`config.mk`:
```
export PLATFORM = sky130hd
export DESIGN_NAME = binary_majority_filter_3x3
export DESIGN_NICKNAME = d
export VERILOG_FILES = /design/src/rtl/bmf_pkg.sv /design/src/rtl/bmf_ram.sv /design/src/rtl/bmf_vote.sv /design/src/rtl/bmf_out_buf.sv /design/src/rtl/binary_majority_filter_3x3.sv
export SDC_FILE = /design/constraint.sdc
export NUM_CORES = 1
export LEC_CHECK = 0
export BUFFER_PORTS_ARGS = -buffer_cell sky130_fd_sc_hd__buf_2
export CAP_MARGIN = 20
export CORE_MARGIN = 4
export CORE_UTILIZATION = 50
export DETAILED_ROUTE_END_ITERATION = 12
export PLACE_DENSITY = 0.66
export SLEW_MARGIN = 0
export SYNTH_ARGS = -nofsm -noshare
export SYNTH_HDL_FRONTEND = slang
export SYNTH_SLANG_ARGS = --single-unit
```
`constraint.sdc`:
```
create_clock -name i_clk -period 8.2 [get_ports i_clk]
set_input_delay 1.23 -clock i_clk [delete_from_list [all_inputs] [get_ports i_clk]]
set_output_delay 1.23 -clock i_clk [all_outputs]
set_load 0.02 [all_outputs]
```
`src/rtl/bmf_pkg.sv`:
```
`default_nettype none

package bmf_pkg;

    // Field widths of the stream words.
    localparam int ROW_W      = 10;
    localparam int COL_W      = 6;
    localparam int IN_ROW_W   = 11;
    localparam int WIDTH_W    = 7;
    localparam int HEIGHT_W   = 10;
    localparam int CFG_IDX_W  = 1;
    localparam int CFG_DATA_W = 10;

    // Register values after reset.
    localparam int WIDTH_RESET  = 64;
    localparam int HEIGHT_RESET = 64;

    // Configuration register indexes.
    localparam logic [CFG_IDX_W-1:0] CFG_IMAGE_WIDTH  = 1'd0;
    localparam logic [CFG_IDX_W-1:0] CFG_IMAGE_HEIGHT = 1'd1;

    // Input opcodes.
    localparam logic OP_PIXEL = 1'b0;
    localparam logic OP_DRAIN = 1'b1;

    // Which neighbors of the output pixel lie inside the frame.
    typedef struct packed {
        logic top;
        logic bottom;
        logic left;
        logic right;
    } t_edge_mask;

    // One result word.
    typedef struct packed {
        logic              pixel;
        logic [ROW_W-1:0]  row;
        logic [COL_W-1:0]  col;
        logic              last;
    } t_result;

endpackage

`default_nettype wire

```
`src/rtl/bmf_ram.sv`:
```
`default_nettype none

module bmf_ram #(
    parameter int WIDTH = 2,
    parameter int DEPTH = 64
) (
    input  wire logic                     i_clk,
    input  wire logic                     i_wr_en,
    input  wire logic [$clog2(DEPTH)-1:0] i_wr_addr,
    input  wire logic [WIDTH-1:0]         i_wr_data,
    input  wire logic [$clog2(DEPTH)-1:0] i_rd_addr,
    output logic      [WIDTH-1:0]         o_rd_data
);

    logic [WIDTH-1:0] r_mem [DEPTH];

    // One write port and one registered read port; a read returns the old data.
    always_ff @(posedge i_clk) begin
        if (i_wr_en) begin
            r_mem[i_wr_addr] <= i_wr_data;
        end
        o_rd_data <= r_mem[i_rd_addr];
    end

endmodule

`default_nettype wire

```
`src/rtl/bmf_vote.sv`:
```
`default_nettype none

module bmf_vote (
    input  wire logic [8:0]          i_window,
    input  wire bmf_pkg::t_edge_mask i_edges,
    output logic                     o_pixel
);

    import bmf_pkg::*;

    logic [7:0] neighbor;
    logic [7:0] in_frame;
    logic [3:0] black;
    logic [3:0] total;

    // Window bit is column slot * 3 + row position; the center bit 4 is skipped.
    assign neighbor = {i_window[8], i_window[7], i_window[6], i_window[5],
                       i_window[3], i_window[2], i_window[1], i_window[0]};

    assign in_frame[0] = i_edges.top    & i_edges.left;
    assign in_frame[1] = i_edges.left;
    assign in_frame[2] = i_edges.bottom & i_edges.left;
    assign in_frame[3] = i_edges.top;
    assign in_frame[4] = i_edges.bottom;
    assign in_frame[5] = i_edges.top    & i_edges.right;
    assign in_frame[6] = i_edges.right;
    assign in_frame[7] = i_edges.bottom & i_edges.right;

    // Count black and in-frame neighbors.
    always_comb begin
        black = '0;
        total = '0;
        for (int k = 0; k < 8; k++) begin
            black = black + 4'(neighbor[k] & in_frame[k]);
            total = total + 4'(in_frame[k]);
        end
    end

    // Black wins ties, including the case with no neighbor at all.
    assign o_pixel = ({1'b0, black} << 1) >= {1'b0, total};

endmodule

`default_nettype wire

```
`src/rtl/bmf_out_buf.sv`:
```
`default_nettype none

module bmf_out_buf (
    input  wire logic             i_clk,
    input  wire logic             i_rst_n,
    input  wire logic             i_load,
    input  wire bmf_pkg::t_result i_data,
    output logic                  o_full,
    output logic                  o_valid,
    output bmf_pkg::t_result      o_data,
    input  wire logic             i_stall
);

    import bmf_pkg::*;

    logic    r_out_valid;
    logic    r_skid_valid;
    t_result r_out;
    t_result r_skid;
    logic    n_out_valid;
    logic    n_skid_valid;
    logic    load_out;
    logic    load_skid;
    logic    out_free;

    // The output register refills when empty or taken; otherwise a new word
    // parks in the skid register.
    always_comb begin
        out_free     = !r_out_valid || !i_stall;
        n_out_valid  = r_out_valid;
        n_skid_valid = r_skid_valid;
        load_out     = 1'b0;
        load_skid    = 1'b0;
        if (out_free) begin
            if (r_skid_valid) begin
                n_out_valid  = 1'b1;
                n_skid_valid = 1'b0;
            end else begin
                n_out_valid = i_load;
                load_out    = i_load;
            end
        end else if (i_load) begin
            n_skid_valid = 1'b1;
            load_skid    = 1'b1;
        end
    end

    always_ff @(posedge i_clk) begin
        if (!i_rst_n) begin
            r_out_valid  <= 1'b0;
            r_skid_valid <= 1'b0;
        end else begin
            r_out_valid  <= n_out_valid;
            r_skid_valid <= n_skid_valid;
        end
    end

    // Payload registers.
    always_ff @(posedge i_clk) begin
        if (out_free && r_skid_valid) begin
            r_out <= r_skid;
        end else if (load_out) begin
            r_out <= i_data;
        end
        if (load_skid) begin
            r_skid <= i_data;
        end
    end

    assign o_full  = r_skid_valid;
    assign o_valid = r_out_valid;
    assign o_data  = r_out;

endmodule

`default_nettype wire

```
`src/rtl/binary_majority_filter_3x3.sv`:
```
// A result goes to the output register, or to the skid register while that is held.
// Throughput: one item per cycle while o_stall is low; a result trails its input by
// image_width+1 items; a two-word buffer keeps input flowing while one result waits.
// Reset: stream counters and window clear, width returns to min(MAX_WIDTH, 64), height
// to 64; the two line stores are not cleared and hold unknown data until written.
`default_nettype none

module binary_majority_filter_3x3 #(
    parameter int MAX_WIDTH = 64
) (
    input  wire logic                             i_clk,
    input  wire logic                             i_rst_n,
    input  wire logic                             i_valid,
    output logic                                  o_stall,
    input  wire logic                             i_opcode,
    input  wire logic                             i_pixel_in,
    output logic                                  o_valid,
    input  wire logic                             i_stall,
    output logic                                  o_pixel_out,
    output logic [bmf_pkg::ROW_W-1:0]             o_out_row,
    output logic [bmf_pkg::COL_W-1:0]             o_out_col,
    output logic                                  o_frame_last,
    input  wire logic                             i_cfg_valid,
    output logic                                  o_cfg_ready,
    input  wire logic [bmf_pkg::CFG_IDX_W-1:0]    i_cfg_index,
    input  wire logic [bmf_pkg::CFG_DATA_W-1:0]   i_cfg_data
);

    import bmf_pkg::*;

    localparam int AW         = $clog2(MAX_WIDTH);
    localparam int RESET_COLS = (MAX_WIDTH < WIDTH_RESET) ? MAX_WIDTH : WIDTH_RESET;

    logic [AW-1:0]       r_col_last;
    logic [ROW_W-1:0]    r_row_last;
    logic [AW-1:0]       r_ic;
    logic [IN_ROW_W-1:0] r_ir;
    logic [8:0]          r_win;
    logic                r_byp;
    logic [1:0]          r_byp_data;

    logic [AW-1:0]       n_col_last;
    logic [ROW_W-1:0]    n_row_last;
    logic [AW-1:0]       n_ic;
    logic [IN_ROW_W-1:0] n_ir;
    logic [8:0]          n_win;

    logic                accept;
    logic                cfg_wr;
    logic [1:0]          ram_q;
    logic [1:0]          store_q;
    logic                up_bit;
    logic                low_bit;
    logic                new_bit;
    logic [IN_ROW_W-1:0] row_last_ext;
    logic                row_end_emit;
    logic                mid_emit;
    logic                emit;
    logic [IN_ROW_W-1:0] row_full;
    logic [ROW_W-1:0]    row;
    logic [AW-1:0]       col;
    logic                last;
    t_edge_mask          edges;
    logic                vote;
    t_result             result;
    t_result             out_data;
    logic                buf_full;

    assign cfg_wr      = i_cfg_valid;
    assign o_cfg_ready = 1'b1;
    assign accept      = i_valid && !buf_full;
    assign o_stall     = buf_full;

    // Clamp the written frame size to the supported range.
    always_comb begin
        n_col_last = r_col_last;
        n_row_last = r_row_last;
        if (cfg_wr && i_cfg_index == CFG_IMAGE_WIDTH) begin
            if (i_cfg_data[WIDTH_W-1:0] == '0) begin
                n_col_last = '0;
            end else if (int'(i_cfg_data[WIDTH_W-1:0]) > MAX_WIDTH) begin
                n_col_last = AW'(MAX_WIDTH - 1);
            end else begin
                n_col_last = AW'(int'(i_cfg_data[WIDTH_W-1:0]) - 1);
            end
        end
        if (cfg_wr && i_cfg_index == CFG_IMAGE_HEIGHT) begin
            if (i_cfg_data[HEIGHT_W-1:0] == '0) begin
                n_row_last = '0;
            end else begin
                n_row_last = i_cfg_data[HEIGHT_W-1:0] - HEIGHT_W'(1);
            end
        end
    end

    // Line stores read the column of the next item; a same-cycle write is forwarded.
    assign store_q = r_byp ? r_byp_data : ram_q;
    assign up_bit  = store_q[1];
    assign low_bit = store_q[0];

    assign row_last_ext = {1'b0, r_row_last};
    assign new_bit = (i_opcode == OP_PIXEL) && (r_ir <= row_last_ext) && i_pixel_in;
    assign n_win   = {new_bit, low_bit, up_bit, r_win[8:3]};

    // Output position: at the start of a row the last pixel of the row two up,
    // else the pixel one row up and one column left.
    always_comb begin
        row_end_emit = (r_ic == '0) && (r_ir >= IN_ROW_W'(2))
                       && ((r_ir - IN_ROW_W'(2)) <= row_last_ext);
        mid_emit     = (r_ic != '0) && (r_ir != '0)
                       && ((r_ir - IN_ROW_W'(1)) <= row_last_ext);
        emit         = row_end_emit || mid_emit;
        row_full     = row_end_emit ? (r_ir - IN_ROW_W'(2)) : (r_ir - IN_ROW_W'(1));
        row          = row_full[ROW_W-1:0];
        col          = row_end_emit ? r_col_last : (r_ic - AW'(1));
        last         = row_end_emit && (row == r_row_last);
        edges.top    = row != '0;
        edges.bottom = row != r_row_last;
        edges.left   = col != '0;
        edges.right  = col != r_col_last;
    end

    bmf_vote u_vote (
        .i_window (n_win),
        .i_edges  (edges),
        .o_pixel  (vote)
    );

    assign result.pixel = vote;
    assign result.row   = row;
    assign result.col   = COL_W'(col);
    assign result.last  = last;

    // Stream position: restart on a register write or after the frame's last pixel.
    always_comb begin
        n_ic = r_ic;
        n_ir = r_ir;
        if (!i_rst_n || cfg_wr) begin
            n_ic = '0;
            n_ir = '0;
        end else if (accept) begin
            if (last) begin
                n_ic = '0;
                n_ir = '0;
            end else if (r_ic == r_col_last) begin
                n_ic = '0;
                n_ir = r_ir + IN_ROW_W'(1);
            end else begin
                n_ic = r_ic + AW'(1);
            end
        end
    end

    always_ff @(posedge i_clk) begin
        if (!i_rst_n) begin
            r_col_last <= AW'(RESET_COLS - 1);
            r_row_last <= ROW_W'(HEIGHT_RESET - 1);
            r_ic       <= '0;
            r_ir       <= '0;
            r_win      <= '0;
            r_byp      <= 1'b0;
        end else begin
            r_col_last <= n_col_last;
            r_row_last <= n_row_last;
            r_ic       <= n_ic;
            r_ir       <= n_ir;
            r_byp      <= accept && (r_ic == n_ic);
            if (accept) begin
                r_win <= n_win;
            end
        end
    end

    // Forwarded store word.
    always_ff @(posedge i_clk) begin
        r_byp_data <= {low_bit, new_bit};
    end

    // Upper store takes the lower row, lower store takes the new pixel.
    bmf_ram #(
        .WIDTH (2),
        .DEPTH (MAX_WIDTH)
    ) u_line_store (
        .i_clk     (i_clk),
        .i_wr_en   (accept),
        .i_wr_addr (r_ic),
        .i_wr_data ({low_bit, new_bit}),
        .i_rd_addr (n_ic),
        .o_rd_data (ram_q)
    );

    bmf_out_buf u_out_buf (
        .i_clk   (i_clk),
        .i_rst_n (i_rst_n),
        .i_load  (accept && emit),
        .i_data  (result),
        .o_full  (buf_full),
        .o_valid (o_valid),
        .o_data  (out_data),
        .i_stall (i_stall)
    );

    assign o_pixel_out  = out_data.pixel;
    assign o_out_row    = out_data.row;
    assign o_out_col    = out_data.col;
    assign o_frame_last = out_data.last;

endmodule

`default_nettype wire

```
; ---- After elaboration in Yosys (flattened, before gate mapping)
; Memory sizes are Yosys's and may differ from the RTL's. A register that Yosys moved wholly into a read port is not among the register bits.
; Index checks and enable logic that the tools add are counted.
[totals]
register_bits = 83
ramBits = 128
output_inout_bits = 21
n_memories = 1
[op_classes]
addsub = 21
n_lt_le_gt_ge = 6
eq_ne = 5
muxes = 21
bitwise = 15
reduce_logical = 32
[memory_table]
columns = memory, depth, width, read_ports, rd_clocked_by_memory_dff, wr, line
row1 = u_line_store.r_mem, 64, 2, 1, 1, 1, bmf_ram.sv:15  ; logic [WIDTH-1:0] r_mem [DEPTH];
[op_table]
columns = op, n
row1 = $mux 6, 7
row2 = $mux 18, 2
row3 = $le 11x10->1, 3
row4 = $add 4x4->4, 7
row5 = $add 4x1->4, 6
row6 = $mux 11, 2
row7 = $mux 10, 2
row8 = $logic_and 1x1->1, 13
row9 = $and 1x1->1, 12
row10 = $eq 6x6->1, 2
row11 = $reduce_bool 6->1, 2
row12 = $sub 6x1->6 const B, 2
row13 = $add 11x1->11 const B, 1
row14 = $ge 11x2->1 const B, 1
row15 = $reduce_bool 11->1, 1
row16 = $sub 11x1->11 const B, 1
row17 = $sub 11x2->11 const B, 1
row18 = $eq 10x10->1, 1
row19 = $logic_not 10->1, 1
row20 = $ne 10x10->1, 1
row21 = $reduce_bool 10->1, 1
row22 = $sub 10x1->10 const B, 1
row23 = $gt 7x7->1 const B, 1
row24 = $logic_not 7->1, 1
row25 = other kinds (13), 28

; ---- Longest topological paths before layout
[depth]
word_depth = 17
depth_mapped = 32
mapped_depth_nobuf = 29

; ---- Cells and area by module
; A second synthesis with hierarchy kept.
[hier_totals]
hier_cells = 942
area_unflattened_um2 = 11123.2
[by_module_without_submodules]
columns = module, n_inst, cells_each, area_per_inst_um2, seq_area_each_um2
row1 = bmf_ram, 1, 324, 5397.7, 3883.7
row2 = binary_majority_filter_3x3, 1, 508, 3862.5, 840.8
row3 = bmf_out_buf, 1, 64, 1435.1, 1121.1
row4 = bmf_vote, 1, 46, 427.9, 0.0

; ---- Worst setup path before layout
; No wires, ideal clock.
[synth_timing]
kind = register -> register
startpoint = register r_ir[4]
endpoint = register u_out_buf.r_out, in the netlist u_out_buf.o_data[17], data pin
setup_ns = 0.260
arrival_time_ns = 7.169
t_required_ns = 7.940
setup_slack_ns = 0.772
stages_incl_launch_ff = 29
path_buffers = 1
period_less_slack_ns = 7.428
path_cell_list = dfxtp_1 -> clkbuf_1 -> nor4_1 -> nand3_1 -> xnor2_1 -> ha_1 -> nand4_1 -> or2_2 -> o22a_1 -> o21ai_1 -> nand2_1 -> mux2_2 -> or4_1 -> nor4_2 -> nor2_1 -> nand2_1 -> fa_1 -> fa_1 -> fa_1 -> inv_1 -> ha_1 -> inv_1 -> fa_1 -> inv_1 -> ha_1 -> o21a_1 -> o21ai_0 -> nand2_1 -> mux2_2
[synth_via]
elab_chain_cells = 17
elab_cells_between_ends = 44
cone_classes = add/sub (16) / order compare (4) / eq/ne (2) / mux (4) / bitwise (12) / reduce/logical (6)
[synth_lines]
columns = item, line
row1 = "start, declared", binary_majority_filter_3x3.sv:37  ; logic [IN_ROW_W-1:0] r_ir;
row2 = "start signal, assigned", binary_majority_filter_3x3.sv:166  ; r_ir <= n_ir;
row3 = $sub 11x2->11 or $ge 11x2->1 (tied branches), "binary_majority_filter_3x3.sv:113, binary_majority_filter_3x3.sv:108"
row4 = $le 11x10->1 or $logic_and 1x1->1 (tied branches), "binary_majority_filter_3x3.sv:109, binary_majority_filter_3x3.sv:108"
row5 = $logic_and 1x1->1, binary_majority_filter_3x3.sv:109  ; && ((r_ir - IN_ROW_W'(2)) <= row_last_ext);
row6 = $mux 10 (*), binary_majority_filter_3x3.sv:113  ; row_full = row_end_emit ? (r_ir - IN_ROW_W'(2)) : (r_ir - IN_ROW_W'(1));
row7 = named net row_full[6], binary_majority_filter_3x3.sv:59  ; logic [IN_ROW_W-1:0] row_full;
row8 = $reduce_bool 10->1, binary_majority_filter_3x3.sv:117  ; edges.top = row != '0;
row9 = $and 1x1->1, bmf_vote.sv:20  ; assign in_frame[0] = i_edges.top & i_edges.left;
row10 = $and 1x1->1, bmf_vote.sv:34  ; black = black + 4'(neighbor[k] & in_frame[k]);
row11 = $add 4x4->4 (7 in a row), bmf_vote.sv:34
row12 = $ge 5x4->1 (*), bmf_vote.sv:40  ; assign o_pixel = ({1'b0, black} << 1) >= {1'b0, total};
row13 = named net u_vote.o_pixel, bmf_vote.sv:6  ; output logic o_pixel
row14 = $mux 18 (*), bmf_out_buf.sv:62  ; end else if (load_out) begin
row15 = $mux 18 (*), bmf_out_buf.sv:60  ; if (out_free && r_skid_valid) begin
row16 = "end signal, assigned", bmf_out_buf.sv:61  ; r_out <= r_skid;
row17 = "end signal, assigned", bmf_out_buf.sv:63  ; r_out <= i_data;
row18 = "end, declared", bmf_out_buf.sv:18  ; t_result r_out;
; Mark *: on every way through the listed nets, which the timed path passes. The rest lies on a longest branch. The select of a mux whose other input is x is not followed.
; A chain may end at the register's enable or synchronous reset.

; ---- Worst setup path in the final report
[layout_timing]
startpoint = register r_ir[2]
endpoint = register u_out_buf.r_out, in the netlist u_out_buf.o_data[17], data pin
; The elaborated chain is that of the path after synthesis.

==> impl_metrics.yaml <==
power_and_ir_drop:
  leakage_nw: 4.53
  p_total_mw: 2.43
  p_per_area_nw_per_um2: 194
  irDropWorstVdd_mv: 0.152
place:
  finalWeightedCongestion: 0.924
  dpl_cell_area_um2: 11800
  dp_hpwl_um: 20800
  io_buffers: 37
critical_path:
  reg2regPathDepth: 29
  cp_slowest_cell: "or4_1"
  worstSetupPathType: "flip-flop to flip-flop"
  cp-end-kind: "flip-flop"
  cp.arrival_ns: 7.86
  cp-start-kind: "flip-flop"
  cp.required_ns: 8.45
  max_stage_delay_ns: 0.57
  cp_max_fo: 11
global_routing:
  grt_remaining_overflow: 0
  grt_usage_pct: 24.2
  grt_pass1_wl_um: 47100
  antenna_found_initial: 1
  grt_max_degree: 67
  grt_pass1_vias: 8176
final_layout:
  syn_to_final_growth_pct: 10.3
  final_util_pct: 56.6
  fill_cells: 1943
  fin_area_um2: 12500
  nets: 1186
  drive_above_1_share_pct: 12.1
  antenna_cells: 0
routing:
  wire_per_inst_um: 21.2
  routed_wl_um: 29800
  routed_via_density: 5.95
  drc: 0
  routed-via-count: 8376
  dr.first_iter.drc_count: 785
  firstDrtPassIters: 5
  antenna_left: 0
clock_network:
  clk_latency_ns: 0.50
  clk_root_buffer_cell: "clkbuf_16"
  ctsHoldBuffers: 0
  cts_inserted_buffers: 23
  clkSlewWorstSetupHoldPaths_ns: 0.06
  clock_path_buffers: 3
  clock-sinks: 210
  htree_levels: 1
  cts_tree: "done"
timing:
  max_freq_mhz: 131
  drv_slew: 0
  fin_crit_ns: 7.61
  tns_ns: 0
  rsz0062_at_grt: "no"
  fin_worst_skew_ns: 0.0101
  hold_violations: 0
  setup_viol: 0
  period_share_pct: 92.8
  slew_headroom_pct: 38.3
  worst_pin_slew_ns: 0.926
yosys:
  avgSynthCellArea_um2: 10.5
  yosys_warnings: 0
  synthCells: 1082
  async_flop_share_pct: 0
  synth_cell_types: 84
  synth-edff-count: 164
  netlist_area_um2: 11300
  ys_seq_elements: 210
  synth-seq-area-share_pct: 51.6
  synth_fp_nets: 1156
  synthFlopType: "edfxtp_1"
floorplan:
  coreArea_um2: 22100
  die_h_um: 159
  chipWidth_um: 159
  initial_utilization_pct: 51.3
  placementRows: 54
  die_area_um2: 25100
  io_pins: 39
min_path:
  hold_path_depth: 2
  hold_class: "flip-flop to flip-flop"
job:
  drv_cap: 0
status:
  status: "completed"
cell families (layout without fill, tap and decap cells):
group,count (synthesis),in the layout,share of synthesized area [%]
compound gates,186,186,11.2
simple gates,415,415,16.9
fa+ha+maj,59,59,6.91
mux,42,42,4.59
xor+xnor,65,65,5.02
buf+inv,104,150,3.80
flops,210,210,51.6
other cells,1,1,0.0331
worst max-delay path, delay by kind of cell, from the launching register on:
kind                     cells  cell delay (ns)
XOR/XNOR                     1             0.50
adder cells (fa/ha/maj)      8             2.85
AO/OA/AOI/OAI                5             0.80
multiplexers                 1             0.26
buffers and inverters        5             0.51
AND/OR/NAND/NOR              9             2.03
flip-flops                   1             0.42
final timing paths:
check	end	start	slack [ns]
hold / removal	r_win[4]	r_win[7]	0.46
hold reg to reg	r_win[4]	r_win[7]	0.46
setup / recovery	u_out_buf.o_data[17]	r_ir[2]	0.59
setup reg to reg	u_out_buf.o_data[17]	r_ir[2]	0.59
layer usage:
metal | routed length (um) | vias to the layer above | track usage, %
li1 | - | 3965 | -
met3 | 2420 | 61 | 4.10
met4 | 831 | 0 | 6.82
met2 | 12700 | 362 | 35.9
met5 | 0 | - | 0
met1 | 13900 | 3988 | 36.7
cells in the mapped netlist, drive strengths merged (7+ instances only):
cell type / count / area, um^2
edfxtp: 164 / 4920
clkbuf: 36 / 135
o211ai: 16 / 120
a21o: 7 / 52.6
ha: 49 / 613
nor2: 135 / 509
a31oi: 8 / 50.1
nor3: 23 / 120
o21a: 13 / 97.6
fa: 7 / 140
or3: 8 / 50.1
inv: 53 / 201
nand3: 29 / 158
mux2i: 16 / 160
nand2b: 8 / 50.1
o21ai: 44 / 220
mux2: 20 / 225
xor2: 25 / 219
xnor2: 40 / 350
nor2b: 9 / 56.3
buf: 15 / 93.8
nand4: 13 / 81.3
a21oi: 37 / 189
nand2: 140 / 528
and2: 7 / 43.8
or2: 7 / 43.8
dfxtp: 46 / 921
nor4: 8 / 56.3
state kept, by name, indices dropped and copies added, names as in the netlist:
name	count
u_line_store.r_mem	128
u_out_buf.o_data	18
u_out_buf.r_skid	18
r_ir	11
r_row_last	10
r_col_last	6
r_ic	6
r_win	6
r_byp_data	2
u_line_store.o_rd_data	2
r_byp	1
u_out_buf.o_full	1
u_out_buf.o_valid	1
repair_timing:
item,4_1_cts,5_1_grt
hold endpoints to repair,0,0
buffers inserted,0,0
endpoints found under the setup margin,0,1
resized for setup,0,1
stage by stage:
stage | instances | setup WS [ns] | hold slack, ns
after floorplan | 1082 | 0.772 | 0.441
after global placement | 1366 | 0.749 | 0.456
after detailed placement | 1366 | 0.608 | 0.464
after CTS | 1407 | 0.586 | 0.472
after global routing | 1408 | 0.0791 | 0.512
final | 1408 | 0.591 | 0.463
power by group:
part           internal [mW]  switching, mW
Clock                  0.568          0.398
Combinational          0.106          0.173
Sequential              1.17         0.0136
cell type report:
class | instances | area [um^2] | area share (%)
sequential | 210 | 5850 | 46.7
timing repair buffer | 56 | 325 | 2.60
clock buffer | 33 | 633 | 5.06
tap | 280 | 350 | 2.80
clock inverter | 8 | 68.8 | 0.550
inverter | 53 | 201 | 1.61
multi-input combinational | 768 | 5080 | 40.6
cell usage in the layout (no fill, tap or decap), types with 28 or more instances in the layout:
cell type  Yosys  final
inv_1         49     49
xnor2_1       40     39
ha_1          49     49
nor2_1       134    133
a21oi_1       36     36
dfxtp_1       46     46
buf_2          6     38
o21ai_0       41     41
nand3_1       28     28
nand2_1      139    139
edfxtp_1     164    164
Power figures use the tool's default switching activity.
